<file path="config.mk">
export PLATFORM = sky130hd
export DESIGN_NAME = blop_ram
export DESIGN_NICKNAME = d
export VERILOG_FILES = /design/src/rtl/blop_ram.sv
export SDC_FILE = /design/constraint.sdc
export NUM_CORES = 1
export LEC_CHECK = 0
export BUFFER_PORTS_ARGS = -buffer_cell sky130_fd_sc_hd__buf_2
export CAP_MARGIN = 10
export CORE_MARGIN = 3
export CORE_UTILIZATION = 37
export DETAILED_ROUTE_END_ITERATION = 10
export GPL_ROUTABILITY_DRIVEN = 0
export GPL_TIMING_DRIVEN = 0
export HOLD_SLACK_MARGIN = 0.03
export PLACE_DENSITY = 0.6
export SLEW_MARGIN = 20
export SYNTH_ARGS = -nofsm -noshare
export SYNTH_HDL_FRONTEND = slang
export SYNTH_SLANG_ARGS = --single-unit
</file>
<file path="constraint.sdc">
create_clock -name aclk -period 8.4 [get_ports aclk]
set_clock_uncertainty 0.05 [all_clocks]
set_input_delay 0.84 -clock aclk [delete_from_list [all_inputs] [get_ports aclk]]
set_output_delay 0.84 -clock aclk [all_outputs]
set_load 0.005 [all_outputs]
</file>
<file path="src/rtl/blop_ram.sv">
module blop_ram #(
    parameter int WIDTH = 32,
    parameter int DEPTH = 32,
    localparam int AW = (DEPTH > 1) ? $clog2(DEPTH) : 1
) (
    input  logic             aclk,
    input  logic             we,
    input  logic [AW-1:0]    waddr,
    input  logic [WIDTH-1:0] wdata,
    input  logic [AW-1:0]    raddr,
    output logic [WIDTH-1:0] rdata
);

    logic [WIDTH-1:0] mem_reg [DEPTH];
    logic [WIDTH-1:0] rdata_reg;

    // One write port and one registered read port.
    always_ff @(posedge aclk) begin
        if (we) begin
            mem_reg[waddr] <= wdata;
        end
        rdata_reg <= mem_reg[raddr];
    end

    assign rdata = rdata_reg;

endmodule

</file>
==> flow_summary.toml <==
[min_path]
hp-class = "register to register"

[placed_design]
hpwl_um = 66300
postPlaceCellArea_um2 = 43600
port-buffer-count = 74
dp_cells = 3771

[cts]
ctsResizeCount = 0
clock_sinks = 1056
cts-root-buf = "clkbuf_16"
tritoncts = "done"
cts_made_buffers = 104
cts-htree-levels = 3
path_clk_slew_ps = 60
clk_path_buf_depth = 3
post_cts_buffers = 0
clk_latency_ps = 670
ctsHoldBuffers = 0

[critical_path]
worstPathMaxFanout = 10
path_class = "input port to register"
cp_data_arrival_time_ps = 3180
critPathRequiredTime_ps = 8810
critPathCaptureType = "register"
crit_path_start_kind = "input port"

[yosys]
postSynthAreaPerCell_um2 = 17.9
yosysWarnings = 0
syn_inst = 2260
ys_async_sr_fraction_pct = 0
ys_seq_elements = 1056
netlist_area_um2 = 40500
syn-num-nets = 2304
ys.flop_type = "edfxtp_1"
synth_top_area_share_pct = 76.0
yosysMostFrequentCell = "edfxtp_1"
synth_area_leaders = "edfxtp_1 76%, mux2i_1 13%, a22oi_1 1.8%"
synthTopCellsByCount = "1024 x edfxtp_1, 512 x mux2i_1, 98 x nand2_1, 98 x nand3_1"
synth_edf_count = 1024
yosys.area.top_type = "edfxtp_1"
ys_seq_area_share_pct = 77.5
ys_types = 25

[grt]
grt_max_degree = 33
overflow = 0
grt_pass1_vias = 21500
grt_pass1_wl_um = 144000
antenna_found_initial = 9
grt.total_usage_pct = 17.5

[finish]
finalInstanceArea_um2 = 47000
drive_gt1_share_pct = 14.6
nFillCells = 9260
area.growth.synth_to_final_pct = 16.0
largest_reg_flops = 1024
final_nets = 2518
final_cells = 3961

[die]
core_area_um2 = 108000
chipHeight_um = 337
die_w_um = 337
num_rows = 120
start_util_pct = 37.6
io_pins = 76
dieArea_um2 = 113000

[routing]
postRouteAntennaNets = 0
wl_per_cell_um = 25.2
firstDrtPassIters = 5
drc = 0
num_vias = 21000
vias_per_cell = 5.30
drt_iter0_markers = 2017
postRouteWirelength_um = 99700

[power_and_ir_drop]
pwr-share-seq_pct = 53.5
irDropWorstVdd_mv = 0.169
internal-power_uw = 8630
p_switching_uw = 2350
power_density_nw_per_um2 = 234
p_leak_uw = 0.0162
swShare_pct = 21.4
p_clk_share_pct = 41.1
p_comb_share_pct = 5.4
finalPower_uw = 11000

[sta]
fin_crit_sh_pct = 33.0
relSlewSlack_pct = 28.0
rsz0062_at_grt = "false"
tns_ps = 0
fmax_ghz = 0.361
finalSetupViolCount = 0
slew_violations = 0
period_needed_ps = 2770
final_hold_viol_count = 0
tightest_slew_ps = 1080
whs_ps = 587

[status]
status = "finished, final reports clean"

[flow_run]
cap_violations = 0
==> worst max-delay path: stages <==
cell      delay [ps]
buf_2            200
or2_2            150
clkbuf_1         340
clkbuf_1         580
nor3_1           190
a31oi_1          570
nand3_1          300
==> cells by family after synthesis <==
family / count (synthesis) / share of synthesized area [%]
AO/OA/AOI/OAI: 288 / 4.85
buffers and inverters: 127 / 1.86
flip-flops: 1056 / 77.5
multiplexers: 512 / 12.7
AND/OR/NAND/NOR: 277 / 3.10
==> layout make-up <==
class	count	area (µm²)	share of cell area [%]
Sequential cell	1056	31400	66.8
Multi-Input combinational cell	1077	8580	18.3
Clock buffer	124	2720	5.79
Tap cell	1403	1760	3.74
Timing Repair Buffer	108	1160	2.46
Buffer	127	753	1.60
Clock inverter	61	588	1.25
Antenna cell	5	12.5	0.0266
==> per-layer routing <==
layer  up-vias  GRT usage [%]  routed length, µm
met3       149           3.70               6470
met1     10800           22.5              41700
met2       631           29.6              49100
met5         -              0                 27
met4         4           5.47               2380
li1       9413              -                  -
==> final timing paths <==
check | from | cells past startpoint | slack, ps | to
max reg2reg | mem_reg[1][12] | 5 | 6510 | rdata[12]
max | raddr[3] | 7 | 5630 | rdata[12]
min reg2reg | mem_reg[26][19] | 4 | 590 | rdata[19]
min | mem_reg[26][19] | 4 | 590 | rdata[19]
==> per-stage QoR <==
step / util, % / setup WS, ps
6_report: 43.6 / 5630
5_1_grt: 43.6 / 5520
4_1_cts: 43.5 / 5780
3_5_place_dp: 40.5 / 5060
3_3_place_gp: 39.5 / 3410
2_1_floorplan: - / 5080
==> power groups by stage <==
stage          sequential [µW]  clock (µW)  combinational [µW]
6_report                  5880        4510                 593
3_3_place_gp              5990           0                 567
4_1_cts                   5880        4590                 599
2_1_floorplan             5990           0                 303
5_1_grt                   5880        4810                 634
3_5_place_dp              5990           0                 598
==> cell usage in the layout, fill, tap and decap left out, types with 33 or more instances in the layout <==
master,n
mux2i_1,512
buf_4,33
clkbuf_1,64
nand2_1,98
edfxtp_1,1024
a22o_1,64
buf_2,100
nand3_1,98
a21oi_1,96
clkbuf_16,106
a22oi_1,96
No activity file was read; power rests on OpenSTA's default activity.
