--- config.mk ---
export PLATFORM = sky130hd
export DESIGN_NAME = blop_div
export DESIGN_NICKNAME = d
export VERILOG_FILES = /design/src/rtl/blop_pkg.sv /design/src/rtl/blop_div.sv
export SDC_FILE = /design/constraint.sdc
export NUM_CORES = 1
export LEC_CHECK = 0
export BUFFER_PORTS_ARGS = -buffer_cell sky130_fd_sc_hd__clkbuf_2
export CORE_ASPECT_RATIO = 1.25
export CORE_UTILIZATION = 50
export CTS_BUF_LIST = sky130_fd_sc_hd__clkbuf_4
export DETAILED_ROUTE_END_ITERATION = 10
export GPL_TIMING_DRIVEN = 0
export PLACE_DENSITY = 0.74
export SLEW_MARGIN = 10
export SYNTH_ARGS = -nofsm -noshare
export SYNTH_HDL_FRONTEND = slang
export SYNTH_SLANG_ARGS = --single-unit
--- constraint.sdc ---
create_clock -name aclk -period 4.4 [get_ports aclk]
set_input_delay 0 -clock aclk [delete_from_list [all_inputs] [get_ports aclk]]
set_output_delay 0 -clock aclk [all_outputs]
set_load 0.05 [all_outputs]
--- src/rtl/blop_pkg.sv ---
package blop_pkg;

    // Lattice size limits.
    localparam int DEF_MAX_STEPS = 30;
    localparam logic [4:0] CFG_RESET_STEPS = 5'd30;

    // Fixed-point constants (Q16.16 unless noted).
    localparam logic [16:0] ONE_Q16 = 17'd65536;
    localparam logic [31:0] VOL_FLOOR = 32'd7;
    localparam logic [31:0] LN2_Q32 = 32'd2977044472;
    localparam logic [19:0] EXP_LIMIT = 20'd786432;
    localparam logic [3:0] EXP_LAST_TERM = 4'd14;

    // Result status codes.
    localparam logic [1:0] STAT_OK = 2'd0;
    localparam logic [1:0] STAT_SAT = 2'd1;
    localparam logic [1:0] STAT_ZERO_EXPIRY = 2'd2;

    // Shared divider: dividend width and iteration count width.
    localparam int DIV_W = 49;
    localparam int DIV_CNT_W = 6;

    typedef struct packed {
        logic                 start;
        logic [DIV_CNT_W-1:0] count;
        logic [DIV_W-1:0]     dividend;
        logic [31:0]          divisor;
    } div_req_t;

    typedef struct packed {
        logic             busy;
        logic             done;
        logic [DIV_W-1:0] quotient;
    } div_rsp_t;

endpackage

--- src/rtl/blop_div.sv ---
module blop_div
    import blop_pkg::*;
(
    input  logic     aclk,
    input  logic     aresetn,
    input  div_req_t req,
    output div_rsp_t rsp
);

    logic [DIV_W-1:0]     q_reg;
    logic [31:0]          r_reg;
    logic [31:0]          dvs_reg;
    logic [DIV_CNT_W-1:0] cnt_reg;
    logic                 busy_reg;
    logic                 done_reg;
    logic [32:0]          trial;
    logic                 ge;
    logic [32:0]          diff;

    // One restoring step: bring down the next dividend bit and try a subtract.
    always_comb begin
        trial = {r_reg, q_reg[DIV_W-1]};
        ge    = trial >= {1'b0, dvs_reg};
        diff  = trial - {1'b0, dvs_reg};
    end

    // The dividend is left-aligned so that only count steps are needed.
    always_ff @(posedge aclk) begin
        if (!aresetn) begin
            busy_reg <= 1'b0;
            done_reg <= 1'b0;
            cnt_reg  <= '0;
        end else begin
            done_reg <= 1'b0;
            if (req.start) begin
                q_reg    <= req.dividend << (DIV_CNT_W'(DIV_W) - req.count);
                r_reg    <= '0;
                dvs_reg  <= req.divisor;
                cnt_reg  <= req.count;
                busy_reg <= 1'b1;
            end else if (busy_reg) begin
                r_reg   <= ge ? diff[31:0] : trial[31:0];
                q_reg   <= {q_reg[DIV_W-2:0], ge};
                cnt_reg <= cnt_reg - DIV_CNT_W'(1);
                if (cnt_reg == DIV_CNT_W'(1)) begin
                    busy_reg <= 1'b0;
                    done_reg <= 1'b1;
                end
            end
        end
    end

    assign rsp.busy     = busy_reg;
    assign rsp.done     = done_reg;
    assign rsp.quotient = q_reg;

endmodule

==> impl_metrics.tcl, run 1 <==
set metrics [dict create \
    synth_area_sq_mm 0.00952 \
    initial_core_util_pct 50.9 \
    synth_seq_cells 121 \
    finalHoldViolations 0 \
    drive_gt1_share_pct 20.4 \
    syn_to_final_growth_pct 17.9 \
    ys_top_cells_by_count "nand2_1 (131), edfxtp_1 (113), nor2_1 (84), a21oi_1 (79), o21ai_0 (58)" \
    die-height_microns 156 \
    critical_path.top_delay_family "buffers and inverters" \
    synth_edf_count 113 \
    cp_max_fo 10 \
    largest_reg_flops 49 \
    slew_headroom_pct 46.5 \
    clk_pin_slew_ps 120 \
    place_hpwl_mm 23.3 \
    max_freq_mhz 261 \
    cts_max_level 4 \
    yosys_warnings 0 \
    fin_nets 1332 \
    drc 4 \
    seq_area_frac_synth_pct 37.3 \
    cts_tree "done" \
    die_area_sq_mm 0.0196 \
    netlist_instances 1009 \
    leakagePower_nw 4.57 \
    io_pins 141 \
    netlist-cell-type-count 60 \
    synthArstFlopShare_pct 0 \
    grt_pass1_vias 8713 \
    grt_max_degree 58 \
    crit_path_top_delay_cell "o21ai_0" \
    endpoint_kind "register" \
    clock-root-buffer "clkbuf_4" \
    powerDensity_mw_per_mm2 341 \
    syn_area_per_cell_sq_um 9.44 \
    drv_cap 0 \
    synthFlopType "edfxtp_1" \
    portBuffers 138 \
    rows 56 \
    max-vdd-ir-drop_mv 0.229 \
    finClkSkew_ps 25.0 \
    place_congestion 1.04 \
    ctsResizeCount 0 \
    wire_per_inst_microns 20.8 \
    ant_nets 0 \
    vias 8930 \
    grt_use_met3_pct 4.31 \
    cp_slowest_stage_delay_ps 640 \
    fp.dieW_microns 125 \
    fin_crit_ps 3830 \
    clockBufferDepth 2 \
    first_pass_iters 9 \
    core_sq_mm 0.0187 \
    drtIter0Drc 726 \
    grt_busiest_layer "met2" \
    vias_per_cell 6.15 \
    dp_cells 1380 \
    start_kind "input pin" \
    clkLatencyLatePin_ps 570 \
    crit_type "input pin to register" \
    run_status "finished, violations left" \
    cts_made_buffers 17 \
    grt_setup_unrepaired "false" \
    violations "design-rule violations" \
    setup_viol 0 \
    synthTopCellsByArea "edfxtp_1 (36%), mux4_2 (9.9%), nand2_1 (5.2%), ha_1 (4.6%), a21oi_1 (4.2%)" \
    grt_overflow 0 \
    fin_tns_setup_ps 0 \
    synth_top_area_share_pct 35.6 \
    grtUsageTotal_pct 31.2 \
    grtUsageMet2_pct 56.1 \
    final_cells 1452 \
    tightest_slew_ps 794 \
    cp_cell_sequence "buf_2 > buf_2 > clkinv_1 > ha_1 > clkbuf_1 > inv_1 > clkbuf_1 > buf_1 > nand2_1 > nand2_1 > o21ai_0 > o21ai_0 > a221oi_1 > nor2_1" \
    required_ps 4710 \
    routed_wl_mm 30.1 \
    hp-class "input pin to register" \
    crit_buf_inv 7 \
    arrival_ps 4140 \
    period_share_pct 87.0 \
    grt_pass1_wl_mm 46.8 \
    post-cts-setup-buffers 0 \
    timing.final.max_slew_violations 0 \
    syn-num-nets 1135 \
    cts.sinks 121 \
    antenna_found_initial 1 \
    yosysTopAreaCell "edfxtp_1" \
    yosysMostFrequentCell "nand2_1" \
    gr-usage-met1_pct 35.9 \
]
-- timing repair --
item                                   4_1_cts  5_1_grt
setup endpoints to repair                    0        0
hold buffers                                39        0
endpoints found under the hold margin       40        0
-- final timing paths --
| kind | startpoint | endpoint | slack (ps) | cells past startpoint |
|---|---|---|---|---|
| setup / recovery | req[82] | q_reg[42]$_DFFE_PP_ | 570 | 14 |
| hold / removal | req[32] | q_reg[0]$_DFFE_PP_ | 140 | 5 |
| setup reg to reg | r_reg[19]$_SDFFCE_PP0P_ | r_reg[25]$_SDFFCE_PP0P_ | 970 | 11 |
| hold reg to reg | q_reg[13]$_DFFE_PP_ | q_reg[14]$_DFFE_PP_ | 570 | 1 |
-- metrics by stage --
step	util, %	hold WS (ps)	worst slack (ps)	total power, mW	cell area [sq um]
floorplan	-	98.9	1430	2.53	9520
global placement	56.1	176	185	2.94	10500
detailed placement	56.3	179	153	2.95	10500
CTS	60.0	89.9	752	3.81	11200
global route	60.0	115	500	4.02	11200
finish	60.0	137	571	3.83	11200
-- logic make-up after synthesis --
group                    count (synthesis)  synth area share (%)
AO/OA/AOI/OAI                          296                  20.8
XOR/XNOR                                33                  3.04
adder cells (fa/ha/maj)                 36                  4.81
buffers and inverters                  125                  5.33
flip-flops                             121                  37.3
multiplexers                            76                  13.6
AND/OR/NAND/NOR                        322                  15.1
-- tightest hold or removal path: stages --
cell and delay (ps):
clkbuf_2 90, nand2_1 110, nor3_1 110, nand2_1 120, o21ai_0 100
-- cell type report --
| class | count | area, sq um |
|---|---|---|
| Clock inverter | 15 | 165 |
| Timing Repair Buffer | 178 | 1110 |
| Sequential cell | 121 | 3550 |
| Fill cell | 1692 | 7480 |
| Tap cell | 232 | 290 |
| Buffer | 72 | 309 |
| Inverter | 53 | 199 |
| Clock buffer | 17 | 128 |
| Antenna cell | 1 | 2.50 |
| Multi-Input combinational cell | 763 | 5480 |
-- where the power goes --
part           leakage [nW]  total, mW  internal, mW  switching, mW
clock network         0.155      0.834         0.347          0.487
registers              1.15       1.45          1.39         0.0610
logic                  3.26       1.54         0.565          0.977
-- layer usage --
| layer | up-vias | routed length [microns] |
|---|---|---|
| li1 | 4193 | - |
| met1 | 4281 | 11700 |
| met2 | 371 | 15500 |
| met3 | 85 | 1560 |
| met4 | 0 | 1380 |
| met5 | - | 0 |
-- cell usage in the layout, fill, tap and decap left out, types with 8 or more instances in the layout --
| master | instances |
|---|---|
| a211o_1 | 9 |
| a21o_1 | 12 |
| a21oi_1 | 79 |
| a221oi_1 | 9 |
| a311o_1 | 9 |
| a31oi_1 | 12 |
| buf_2 | 13 |
| clkbuf_1 | 49 |
| clkbuf_2 | 138 |
| clkbuf_4 | 17 |
| dfxtp_1 | 8 |
| dlygate4sd3_1 | 39 |
| edfxtp_1 | 113 |
| ha_1 | 35 |
| inv_1 | 51 |
| mux2_2 | 8 |
| mux2i_1 | 26 |
| mux4_2 | 42 |
| nand2_1 | 131 |
| nand3_1 | 33 |
| nor2_1 | 84 |
| nor3_1 | 18 |
| o211ai_1 | 13 |
| o21a_1 | 12 |
| o21ai_0 | 58 |
| o2bb2ai_1 | 31 |
| xnor2_1 | 22 |
| xor2_1 | 11 |
No activity file was read; power rests on OpenSTA's default activity.
==> inputs of run 2 (changes only) <==
PLACE_DENSITY = 0.71   (was 0.74)
==> run 2 against run 1 <==
Against the previous run:
- the run still ends with design-rule violations left
- sequential share of layout area stayed put
- register-to-register slack got worse by 70 ps
- clock skew is 0.85 ps higher
- combinational power hardly changed
- design area is the same
- sequential power hardly changed
- worst hold slack lost 70 ps
- highest routed layer unchanged
==> impl_metrics.tcl, run 2 (synthesized netlist as in run 1, its figures left out) <==
set metrics [dict create \
    cts_max_level 4 \
    post-cts-setup-buffers 0 \
    initial_core_util_pct 50.9 \
    setup_viol 0 \
    r2r-start "r_reg[19]$_SDFFCE_PP0P_" \
    startpoint "req[82]" \
    timing.final.max_slew_violations 0 \
    ant_nets 0 \
    vias 8856 \
    crit_type "input pin to register" \
    clock-root-buffer "clkbuf_4" \
    leakagePower_nw 4.57 \
    hold_slack_ps 66.9 \
    finalHoldViolations 0 \
    clk_pin_slew_ps 140 \
    slew_headroom_pct 22.7 \
    drive_gt1_share_pct 20.5 \
    max_freq_mhz 269 \
    hold_end "q_reg[0]$_DFFE_PP_" \
    portBuffers 138 \
    drv_cap 0 \
    core_sq_mm 0.0187 \
    clkLatencyLatePin_ps 610 \
    die-height_microns 156 \
    cp_max_fo 10 \
    place_hpwl_mm 23.3 \
    rows 56 \
    vias_per_cell 6.10 \
    grt_pass1_vias 8713 \
    fp.dieW_microns 125 \
    cts_tree "done" \
    largest_reg_flops 49 \
    routed_wl_mm 30.4 \
    antenna_found_initial 1 \
    syn_to_final_growth_pct 17.9 \
    place_congestion 1.01 \
    clockBufferDepth 2 \
    endpoint_kind "register" \
    drtIter0Drc 640 \
    fin_nets 1331 \
    rr_endpoint "r_reg[25]$_SDFFCE_PP0P_" \
    r2r_slack_ps 900 \
    hp-class "input pin to register" \
    required_ps 4750 \
    tightest_slew_ps 1150 \
    finClkSkew_ps 25.9 \
    grt_max_degree 53 \
    cts.sinks 121 \
    grt_pass1_wl_mm 46.9 \
    fin_crit_ps 3720 \
    wire_per_inst_microns 21.0 \
    powerDensity_mw_per_mm2 342 \
    cts_made_buffers 17 \
    rr_worst_depth 11 \
    grt_overflow 0 \
    drc 4 \
    start_kind "input pin" \
    hold_start "req[32]" \
    final_common_cell "clkbuf_2" \
    mostFrequentLayoutCells "clkbuf_2 (138), nand2_1 (131), edfxtp_1 (113)" \
    run_status "finished, violations left" \
    die_area_sq_mm 0.0196 \
    grt_setup_unrepaired "false" \
    arrival_ps 4070 \
    first_pass_iters 8 \
    violations "design-rule violations" \
    fin_tns_setup_ps 0 \
    io_pins 141 \
    grtUsageTotal_pct 31.5 \
    max-vdd-ir-drop_mv 0.174 \
    hold_depth 5 \
    period_share_pct 84.5 \
]
## run 2: worst max-delay path: stages
cell	delay (ps)
buf_2	180
buf_2	350
clkinv_1	380
ha_1	400
clkbuf_1	350
inv_1	210
clkbuf_1	310
buf_1	330
nand2_1	160
nand2_1	60
o21ai_0	730
o21ai_0	190
a221oi_1	340
nor2_1	60
## run 2: stage by stage
| step | area [sq um] | setup slack (ps) | power (mW) | instances | utilization [%] |
|---|---|---|---|---|---|
| after floorplan | 9520 | 1430 | 2.53 | 1009 | - |
| after detailed placement | 10500 | 153 | 2.96 | 1380 | 56.3 |
| after global routing | 11200 | 477 | 4.03 | 1451 | 60.0 |
| after CTS | 11200 | 783 | 3.82 | 1450 | 60.0 |
| after global placement | 10500 | 152 | 2.95 | 1379 | 56.1 |
| final | 11200 | 682 | 3.84 | 1451 | 60.0 |
## run 2: how the worst max path moves through the flow
stage / endpoint / cells after the start
floorplan: r_reg[22]$_SDFFCE_PP0P_ / 11
CTS: q_reg[46]$_DFFE_PP_ / 12
global route: q_reg[44]$_DFFE_PP_ / 14
global placement: q_reg[46]$_DFFE_PP_ / 12
finish: q_reg[44]$_DFFE_PP_ / 14
detailed placement: q_reg[46]$_DFFE_PP_ / 12
## run 2: repair_timing
item / CTS / global route
hold buffers: 38 / 0
hold endpoints to repair: 40 / 0
resized for setup: 0 / 0
## run 2: final cells by class
| class | count | area (sq um) |
|---|---|---|
| inverter | 53 | 199 |
| antenna | 1 | 2.50 |
| timing repair buffer | 177 | 1100 |
| sequential | 121 | 3550 |
| fill | 1715 | 7480 |
| clock inverter | 15 | 180 |
| multi-input combinational | 763 | 5470 |
| buffer | 72 | 309 |
| tap | 232 | 290 |
| clock buffer | 17 | 128 |
## run 2: where the power goes
group | switching, mW | total (mW) | internal, mW
combinational | 0.978 | 1.54 | 0.563
clock | 0.582 | 0.851 | 0.269
sequential | 0.0599 | 1.45 | 1.39
## run 2: layer usage
layer  global-route usage (%)  wire length [microns]
met1                     34.8                  11800
met2                     56.7                  15400
met3                     4.79                   1440
met4                     20.3                   1820
met5                        0                      0
